## src/rtl/deqvs_pkg.sv

```systemverilog
`default_nettype none
package deqvs_pkg;

   localparam int VALUE_W = 32;
   localparam int REQ_W   = 3;
   localparam int POS_W   = 4;
   localparam int STAT_W  = 2;
   localparam int COUNT_W = 5;

   localparam logic [REQ_W-1:0] REQ_INSERT_FRONT = 3'd0;
   localparam logic [REQ_W-1:0] REQ_INSERT_BACK  = 3'd1;
   localparam logic [REQ_W-1:0] REQ_REMOVE_FRONT = 3'd2;
   localparam logic [REQ_W-1:0] REQ_REMOVE_BACK  = 3'd3;
   localparam logic [REQ_W-1:0] REQ_SEARCH       = 3'd4;

   localparam logic [STAT_W-1:0] STAT_DONE  = 2'd0;
   localparam logic [STAT_W-1:0] STAT_FULL  = 2'd1;
   localparam logic [STAT_W-1:0] STAT_EMPTY = 2'd2;

   typedef struct packed {
      logic [REQ_W-1:0]          req_type;
      logic signed [VALUE_W-1:0] value;
   } req_payload_type;

   typedef struct packed {
      logic signed [VALUE_W-1:0] removed_value;
      logic                      found;
      logic [POS_W-1:0]          position;
      logic [STAT_W-1:0]         status;
      logic [COUNT_W-1:0]        count;
   } rsp_payload_type;

   typedef struct packed {
      logic shift_right;
      logic shift_left;
      logic load;
   } cell_ctrl_type;

endpackage
`default_nettype wire

```

## src/rtl/deque_with_value_search.sv

```systemverilog
// Bounded double-ended queue of signed 32-bit values with value search.
// Input channel req_*: one request carries req_type (insert front/back,
// remove front/back, search) and a value. Result channel rsp_*: exactly one
// response per request with removed value, found flag, position of the first
// match counted from the front, status and element count after the request.
// Elements sit in a row of DEPTH cells ordered from the front; front inserts
// and front removals shift the whole row by one cell, a back insert loads the
// cell at the count, and search compares every cell against the key in parallel.
// A request is registered at acceptance and executed from that register; its
// response is written to the output register and is valid from there on.
// One request is in flight at a time: req_stall stays high while the
// registered request waits or executes, so a new request is accepted only
// after the previous one has executed.
// A stalled response holds in the output register; the pending request
// then waits and req_stall stays high until the response is taken.
// Reset empties the queue (count zero); cell contents are not cleared.
`default_nettype none
module deque_with_value_search
   import deqvs_pkg::*;
#(
   parameter int DEPTH = 16
)
(
   input  wire logic            clock,
   input  wire logic            reset,
   input  wire logic            req_valid,
   output logic                 req_stall,
   input  wire req_payload_type req_payload,
   output logic                 rsp_valid,
   input  wire logic            rsp_stall,
   output rsp_payload_type      rsp_payload
);

   localparam int CW = $clog2(DEPTH + 1);
   localparam int IW = (DEPTH > 1) ? $clog2(DEPTH) : 1;

   logic                      op_valid_ff, op_valid_in;
   req_payload_type           op_ff, op_in;
   logic [CW-1:0]             cnt_ff, cnt_in;
   logic                      rsp_valid_ff, rsp_valid_in;
   rsp_payload_type           rsp_ff, rsp_in;

   cell_ctrl_type             ctrl [DEPTH];
   logic signed [VALUE_W-1:0] cell_data [DEPTH];
   logic [DEPTH-1:0]          cell_match;

   logic                      execute;
   logic                      is_full;
   logic                      is_empty;
   logic [CW-1:0]             last_idx;
   logic signed [VALUE_W-1:0] back_value;
   logic                      hit;
   logic [IW-1:0]             hit_idx;
   logic [31:0]               hit_wide;
   logic [31:0]               cnt_wide;

   assign execute   = op_valid_ff && (!rsp_valid_ff || !rsp_stall);
   assign req_stall = op_valid_ff;
   assign is_full   = (cnt_ff == CW'(DEPTH));
   assign is_empty  = (cnt_ff == '0);
   assign last_idx  = cnt_ff - CW'(1);

   // per-cell shift and load controls
   always_comb begin
      for (int i = 0; i < DEPTH; i++) begin
         ctrl[i] = '0;
         if (execute) begin
            case (op_ff.req_type)
               REQ_INSERT_FRONT: ctrl[i].shift_right = !is_full;
               REQ_INSERT_BACK:  ctrl[i].load = !is_full && (CW'(i) == cnt_ff);
               REQ_REMOVE_FRONT: ctrl[i].shift_left = !is_empty;
               default: ;
            endcase
         end
      end
   end

   for (genvar g = 0; g < DEPTH; g++) begin : g_cell
      logic signed [VALUE_W-1:0] left_data;
      logic signed [VALUE_W-1:0] right_data;
      if (g == 0) begin : g_first
         assign left_data = op_ff.value;
      end else begin : g_mid
         assign left_data = cell_data[g-1];
      end
      if (g == DEPTH - 1) begin : g_last
         assign right_data = cell_data[g];
      end else begin : g_inner
         assign right_data = cell_data[g+1];
      end
      deqvs_cell u_cell (
         .clock      (clock),
         .ctrl       (ctrl[g]),
         .left_data  (left_data),
         .right_data (right_data),
         .new_value  (op_ff.value),
         .key        (op_ff.value),
         .data       (cell_data[g]),
         .match      (cell_match[g])
      );
   end

   // pick the back element and the first occupied match
   always_comb begin
      back_value = '0;
      hit        = 1'b0;
      hit_idx    = '0;
      for (int i = 0; i < DEPTH; i++) begin
         if (CW'(i) == last_idx) begin
            back_value = cell_data[i];
         end
      end
      for (int i = DEPTH - 1; i >= 0; i--) begin
         if (cell_match[i] && (CW'(i) < cnt_ff)) begin
            hit     = 1'b1;
            hit_idx = IW'(i);
         end
      end
   end

   always_comb begin
      op_valid_in  = op_valid_ff;
      op_in        = op_ff;
      cnt_in       = cnt_ff;
      rsp_valid_in = rsp_valid_ff;
      rsp_in       = rsp_ff;
      hit_wide     = 32'(hit_idx);

      if (rsp_valid_ff && !rsp_stall) begin
         rsp_valid_in = 1'b0;
      end
      if (req_valid && !op_valid_ff) begin
         op_valid_in = 1'b1;
         op_in       = req_payload;
      end

      if (execute) begin
         op_valid_in  = 1'b0;
         rsp_valid_in = 1'b1;
         rsp_in       = '0;
         case (op_ff.req_type) inside
            REQ_INSERT_FRONT, REQ_INSERT_BACK: begin
               if (is_full) begin
                  rsp_in.status = STAT_FULL;
               end else begin
                  cnt_in = cnt_ff + CW'(1);
               end
            end
            REQ_REMOVE_FRONT: begin
               if (is_empty) begin
                  rsp_in.status = STAT_EMPTY;
               end else begin
                  rsp_in.removed_value = cell_data[0];
                  cnt_in = last_idx;
               end
            end
            REQ_REMOVE_BACK: begin
               if (is_empty) begin
                  rsp_in.status = STAT_EMPTY;
               end else begin
                  rsp_in.removed_value = back_value;
                  cnt_in = last_idx;
               end
            end
            REQ_SEARCH: begin
               rsp_in.found = hit;
               if (hit) begin
                  rsp_in.position = hit_wide[POS_W-1:0];
               end
            end
            default: ;
         endcase
      end
      cnt_wide = 32'(cnt_in);
      if (execute) begin
         rsp_in.count = cnt_wide[COUNT_W-1:0];
      end
   end

   always_ff @(posedge clock) begin
      if (reset) begin
         op_valid_ff  <= 1'b0;
         cnt_ff       <= '0;
         rsp_valid_ff <= 1'b0;
      end else begin
         op_valid_ff  <= op_valid_in;
         cnt_ff       <= cnt_in;
         rsp_valid_ff <= rsp_valid_in;
      end
      op_ff  <= op_in;
      rsp_ff <= rsp_in;
   end

   assign rsp_valid   = rsp_valid_ff;
   assign rsp_payload = rsp_ff;

endmodule
`default_nettype wire

```

## src/rtl/deqvs_cell.sv

```systemverilog
`default_nettype none
module deqvs_cell
   import deqvs_pkg::*;
(
   input  wire logic                      clock,
   input  wire cell_ctrl_type             ctrl,
   input  wire logic signed [VALUE_W-1:0] left_data,
   input  wire logic signed [VALUE_W-1:0] right_data,
   input  wire logic signed [VALUE_W-1:0] new_value,
   input  wire logic signed [VALUE_W-1:0] key,
   output logic signed [VALUE_W-1:0]      data,
   output logic                           match
);

   logic signed [VALUE_W-1:0] data_ff;
   logic signed [VALUE_W-1:0] data_in;

   always_comb begin
      data_in = data_ff;
      if (ctrl.shift_right) begin
         data_in = left_data;
      end else if (ctrl.shift_left) begin
         data_in = right_data;
      end else if (ctrl.load) begin
         data_in = new_value;
      end
   end

   always_ff @(posedge clock) begin
      data_ff <= data_in;
   end

   assign data  = data_ff;
   assign match = (data_ff == key);

endmodule
`default_nettype wire

```

## config.mk

```make
export PLATFORM = sky130hd
export DESIGN_NAME = deque_with_value_search
export DESIGN_NICKNAME = d
export VERILOG_FILES = /design/src/rtl/deqvs_pkg.sv /design/src/rtl/deque_with_value_search.sv /design/src/rtl/deqvs_cell.sv
export SDC_FILE = /design/constraint.sdc
export NUM_CORES = 2
export LEC_CHECK = 0
export BUFFER_PORTS_ARGS = -buffer_cell sky130_fd_sc_hd__clkbuf_2
export CAP_MARGIN = 20
export CORE_MARGIN = 8
export CORE_UTILIZATION = 30
export CTS_CLUSTER_SIZE = 10
export DETAILED_ROUTE_END_ITERATION = 10
export SLEW_MARGIN = 40
export SYNTH_ARGS = -nofsm -noshare
export SYNTH_HDL_FRONTEND = slang
export SYNTH_HIERARCHICAL = 1
export SYNTH_SLANG_ARGS = --single-unit
```

## constraint.sdc

```tcl
create_clock -name clock -period 3.95 [get_ports clock]
set_clock_uncertainty 0.15 [all_clocks]
set_input_delay 0.395 -clock clock [delete_from_list [all_inputs] [get_ports clock]]
set_output_delay 0.395 -clock clock [all_outputs]
set_load 0.01 [all_outputs]
```

-- Word-level counts from Yosys, hierarchy flattened
Cells that the tools add are included.
- register bits: 598
- bits of input ports: 39
- output and inout bits: 46
- word-level logic and storage cells: 317
- $add $sub $neg: 2
- order comparisons: 16
- equality and inequality tests: 52
- multiplexer cells: 147
- bitwise logic cells: 2
- reduce and logical (&&, ||, !) cells: 69
- operators by type and width (operator ; number):
    $mux W32 ; 68
    $eq A32 B32 Y1 ; 16
    $eq A4 B5 Y1 const A ; 16
    $mux W3 ; 20
    $reduce_bool A3 Y1 ; 15
    $eq A3 B5 Y1 const A ; 8
    $lt A4 B5 Y1 const A ; 8
    $mux W1 ; 38
    $logic_and A1 B1 Y1 ; 35
    $mux W5 ; 7
    $mux W4 ; 8
    $eq A2 B5 Y1 const A ; 4
    $lt A3 B5 Y1 const A ; 4
    $reduce_or A14 Y1 ; 1
    $mux W2 ; 6
    $eq A1 B5 Y1 const A ; 2
    $logic_not A5 Y1 ; 2
    $lt A1 B5 Y1 const A ; 2
    $lt A2 B5 Y1 const A ; 2
    $reduce_or A10 Y1 ; 1
    $reduce_or A8 Y1 ; 1
    $reduce_or A7 Y1 ; 1
    $eq A3 B2 Y1 const B ; 2
    $add A5 B1 Y5 const B ; 1
    13 further kinds ; 20

-- Longest topological paths before layout
- depth in word-level cells: 21
- mapped depth: 15
- gate-level depth less buffers: 11

-- Cells and area by module
The synthesis kept the hierarchy.
- modules (own cells, without submodules) (module ; instances ; cells an instance ; area an instance (µm²) ; seq. area each (µm²)):
    deqvs_cell ; 16 ; 183 ; 1984.4 ; 960.9
    deque_with_value_search ; 1 ; 1288 ; 9519.1 ; 2512.4

-- Least setup slack after synthesis
No wires, ideal clock.
- kind: flip-flop to flip-flop
- start: register cnt_ff[1]
- end: register g_cell[6].u_cell.data_ff[0], enable pin
- setup time: 390 ps
- arrival: 3478 ps
- data required time: 3410 ps
- slack: -68 ps
- stages on the path, launching flop included: 10
- path buffers: 3
- clock period less this slack: 4018 ps
- cell sequence: dfxtp_1 -> buf_2 -> buf_1 -> inv_1 -> ha_1 -> or4b_2 -> nand2b_1 -> nor3_1 -> buf_4 -> or3_1
- word-level cells in the longest chain between the ends: 6
- elaborated cells on any way between the ends: 11
- those cells by class: eq/ne (2); mux (4); reduce/logical (5)
- ends and longest elaborated chain (item ; line ; source):
    start, declared ; deque_with_value_search.sv:39 ; logic [CW-1:0] cnt_ff, cnt_in;
    start signal, assigned ; deque_with_value_search.sv:187 ; cnt_ff <= cnt_in;
    $eq A5 B5 Y1 ; deque_with_value_search.sv:59 ; assign is_full = (cnt_ff == CW'(DEPTH));
    $logic_not A1 Y1 ; deque_with_value_search.sv:69, deque_with_value_search.sv:70 ;
    $logic_and A1 B1 Y1 ; deque_with_value_search.sv:70 ; REQ_INSERT_BACK: ctrl[i].load = !is_full && (CW'(i) == cnt_ff);
    $mux W1 ; deque_with_value_search.sv:68 ; case (op_ff.req_type)
    $mux W3 * ; deque_with_value_search.sv:67 ; if (execute) begin
    $reduce_bool A3 Y1 (no line) * ; -- ;
    end signal, assigned ; deqvs_cell.sv:30 ; data_ff <= data_in;
    end, declared ; deqvs_cell.sv:15 ; logic signed [VALUE_W-1:0] data_ff;
Every way passes the cells marked *; elsewhere a longest branch is shown, timed or not.
A chain may end at the register's enable or synchronous reset.

-- Worst setup path after layout
- start: register cnt_ff[0]
- end: register rsp_ff, in the netlist rsp_payload[36], data pin
- word-level cells in the longest chain between the ends: 21
- elaborated cells on any way between the ends: 38
- those cells by class: add/sub (1); eq/ne (15); mux (20); reduce/logical (2)
- ends and longest elaborated chain (item ; line ; source):
    $sub A5 B1 Y5 ; deque_with_value_search.sv:61 ; assign last_idx = cnt_ff - CW'(1);
    $logic_not A5 Y1 ; deque_with_value_search.sv:109 ; if (CW'(i) == last_idx) begin
    $mux W32 (16 in series) ; deque_with_value_search.sv:109 ;
    $mux W32 ; deque_with_value_search.sv:158 ; if (is_empty) begin
    $mux W32 ; deque_with_value_search.sv:141 ; case (op_ff.req_type) inside
    $mux W32 * ; deque_with_value_search.sv:141 ;
    end signal, assigned ; deque_with_value_search.sv:191 ; rsp_ff <= rsp_in;
    end, declared ; deque_with_value_search.sv:41 ; rsp_payload_type rsp_ff, rsp_in;
Marked as above.

==> results.sh <==
export IMPL_cpPeakStageDelay_ns=0.85
export IMPL_endpoint_kind="flop"
export IMPL_die_y_um=387
export IMPL_hold_class="primary input to flop"
export IMPL_yosysWarnings=6
export IMPL_final_common_cell="nand2_1"
export IMPL_routabilityCongestion=1.01
export IMPL_p_leak_nw=15.0
export IMPL_cts_tree="done"
export IMPL_synth_avg_cell_area_um2=9.79
export IMPL_worst_pin_slew_ns=1.02
export IMPL_power_density_nw_per_um2=362
export IMPL_route_vias_total=37800
export IMPL_wl_per_cell_um=29.9
export IMPL_fin_area_um2=48200
export IMPL_startpoint_type="flop"
export IMPL_hold_violations=0
export IMPL_finalWirelength_um=189000
export IMPL_whs_path_depth=1
export IMPL_crit_slowest_cell="o31ai_1"
export IMPL_reg2reg_depth=9
export IMPL_fin_crit_ns=3.88
export IMPL_grt_pass1_vias=35100
export IMPL_grt_usage_pct=23.8
export IMPL_antenna_found_initial=13
export IMPL_layout_common_cells="nand2_1 (651), o21ai_0 (618), edfxtp_1 (591)"
export IMPL_ys_seq_area_share_pct=43.3
export IMPL_period_share_pct=98.3
export IMPL_clock_latency_ns=0.68
export IMPL_hpwl_um=135000
export IMPL_viasPerCell=6.00
export IMPL_port_buffers=84
export IMPL_h_tree_depth=3
export IMPL_ant_nets=0
export IMPL_critPathRequiredTime_ns=4.34
export IMPL_clkTransAtPathRegs_ns=0.06
export IMPL_cts_root_buf="clkbuf_16"
export IMPL_die_width_um=387
export IMPL_fmax_mhz=258
export IMPL_cts_made_buffers=77
export IMPL_syn2layout_area_growth_pct=16.9
export IMPL_finalSetupViolCount=0
export IMPL_placed_area_um2=45500
export IMPL_grt_pass1_wl_um=265000
export IMPL_worst_path_stages=9
export IMPL_drv_slew=0
export IMPL_async_reset_ff_share_pct=0
export IMPL_critPathMaxFanout=21
export IMPL_synth_edff_count=591
export IMPL_synth_nets=4262
export IMPL_path_cells="inv_1 -> ha_2 -> nand2b_1 -> a2111oi_4 -> buf_4 -> a221oi_1 -> o31ai_1 -> a2111oi_1 -> o21ai_1"
export IMPL_max_cap_violations=0
export IMPL_drtIter0Drc=5712
export IMPL_syn_area_um2=41300
export IMPL_clock_sinks=598
export IMPL_core_area_um2=137000
export IMPL_ios=85
export IMPL_path_class="flop to flop"
export IMPL_start_util_pct=30.1
export IMPL_gr_total_overflow=0
export IMPL_rsz0062_at_grt="false"
export IMPL_cp_top_family="compound AO/OA/AOI/OAI gates"
export IMPL_final_layout_size_suffix_gt1_share_pct=13.3
export IMPL_netlist_instances=4216
export IMPL_status="complete, no violations"
export IMPL_cp_num_buf_inv=2
export IMPL_die_area_um2=150000
export IMPL_rows=136
export IMPL_drc=0
export IMPL_ir_drop_v=0.000345
export IMPL_maxSlewHeadroom_pct=31.5
export IMPL_grt_max_degree=179
export IMPL_crit_arrival_ns=4.27
export IMPL_finalSetupTns_ns=0
export IMPL_first_pass_iters=9
export IMPL_cts_buffer_depth=3
export IMPL_ys_ff_latch=598
export IMPL_fin_nets=4504
export IMPL_synth_main_ff_cell="edfxtp_1"
export IMPL_synthDistinctLibCells=78
## path summary, 6_finish.rpt
path | startpoint | to | slack (ns)
worst max-delay path | cnt_ff[0] | rsp_payload[36] | 0.07
worst min-delay path | req_payload[2] | g_cell[0].left_data[2] | 0.09
worst max register to register | cnt_ff[0] | rsp_payload[36] | 0.07
worst min register to register | g_cell[9].u_cell/data[5] | g_cell[10].u_cell/data[5] | 0.50
## what timing repair did
action,CTS,global route
pin swaps,0,0
resized for setup,1,3
setup buffers,0,6
cloned,0,0
setup endpoints to repair,1,12
hold buffers,36,2
hold endpoints to repair,38,2
## cells by family after synthesis
logic type                 synth area share (%)
xor gates and xnor gates                   10.9
buffers and inverters                      4.27
and+or+nand+nor                            11.7
adders and majority gates                 0.212
muxes                                      12.4
AOI/OAI and AO/OA                          17.1
DFF                                        43.3
## through the flow
| step | power [mW] | cells | utilization, % | hold WS [ns] | setup WS, ns |
|---|---|---|---|---|---|
| 4_1_cts | 17.4 | 6288 | 35.1 | 0.0143 | 0.0952 |
| 2_1_floorplan | 9.23 | 4216 | - | 0.317 | 0.262 |
| 6_report | 17.5 | 6302 | 35.2 | 0.0915 | 0.0665 |
| 5_1_grt | 17.9 | 6297 | 35.2 | 0.0398 | 0.0629 |
| 3_5_place_dp | 10.6 | 6129 | 33.2 | 0.359 | -0.0396 |
| 3_3_place_gp | 10.6 | 6128 | 33.2 | 0.345 | -0.0201 |
## cell usage after synthesis (8+ instances only)
master,instances,area (µm²)
nand2_1,651,2440
o21ai_0,619,3100
edfxtp_1,591,17700
mux2i_1,513,5130
xor2_1,512,4480
clkbuf_1,156,586
a21oi_1,143,716
nor2_1,139,522
nor4_1,129,807
o22ai_1,85,532
buf_2,66,330
buf_6,48,541
nand4_1,36,225
a221oi_1,34,298
a22oi_1,34,255
o211ai_1,29,218
nand3_1,28,140
or3_1,26,163
nor3_1,24,120
buf_4,23,173
a2bb2oi_1,19,166
inv_1,19,71.3
o21ai_1,17,85.1
o221ai_1,16,140
buf_1,14,52.6
a21o_1,13,97.6
a32oi_1,13,114
a31oi_1,12,75.1
nor2b_1,12,75.1
o2111ai_1,12,105
and3_1,11,68.8
a211oi_1,10,75.1
o21a_1,10,75.1
o31ai_1,10,75.1
nand2b_1,9,56.3
a222oi_1,8,80.1
o22a_1,8,70.1
## metal layers
layer / part of all wire, % / track usage, % / up-vias
met4: 5.1 / 10.6 / 16
met2: 41 / 33.6 / 2505
met3: 12 / 7.05 / 468
met5: 0.063 / 0.223 / -
met1: 42 / 33.3 / 18700
li1: - / - / 16200
## area by class of cell
cell class	count	area, µm²
Clock buffer	96	2060
Fill cell	13700	88700
Tap cell	1794	2240
Clock inverter	27	228
Antenna cell	6	15.0
Timing Repair Buffer	470	3900
Inverter	21	78.8
Multi-Input combinational cell	3290	21800
Sequential cell	598	17900
## power breakdown
group	switching, mW	leakage [nW]	internal (mW)
clock network	3.01	1.11	3.76
registers	0.312	5.46	7.25
logic	2.09	8.43	1.05
total	5.42	15.0	12.1
## worst register-to-register path: cells and delay by family, from the launching register on
| family | cells | cell delay [ns] |
|---|---|---|
| compound gates | 5 | 1.90 |
| simple gates | 1 | 0.35 |
| buf+inv | 2 | 0.64 |
| fa+ha+maj | 1 | 0.41 |
| flops | 1 | 0.31 |
## registers in the layout (all words and copies together), names as in the netlist
| register | count |
|---|---|
| rsp_payload | 44 |
| g_cell.left_data | 32 |
| cnt_ff | 5 |
| op_ff | 3 |
| rsp_valid | 1 |
| g_cell.u_cell/data | 512 |
| req_stall | 1 |
Note: power is estimated with default switching activity, not from simulation.
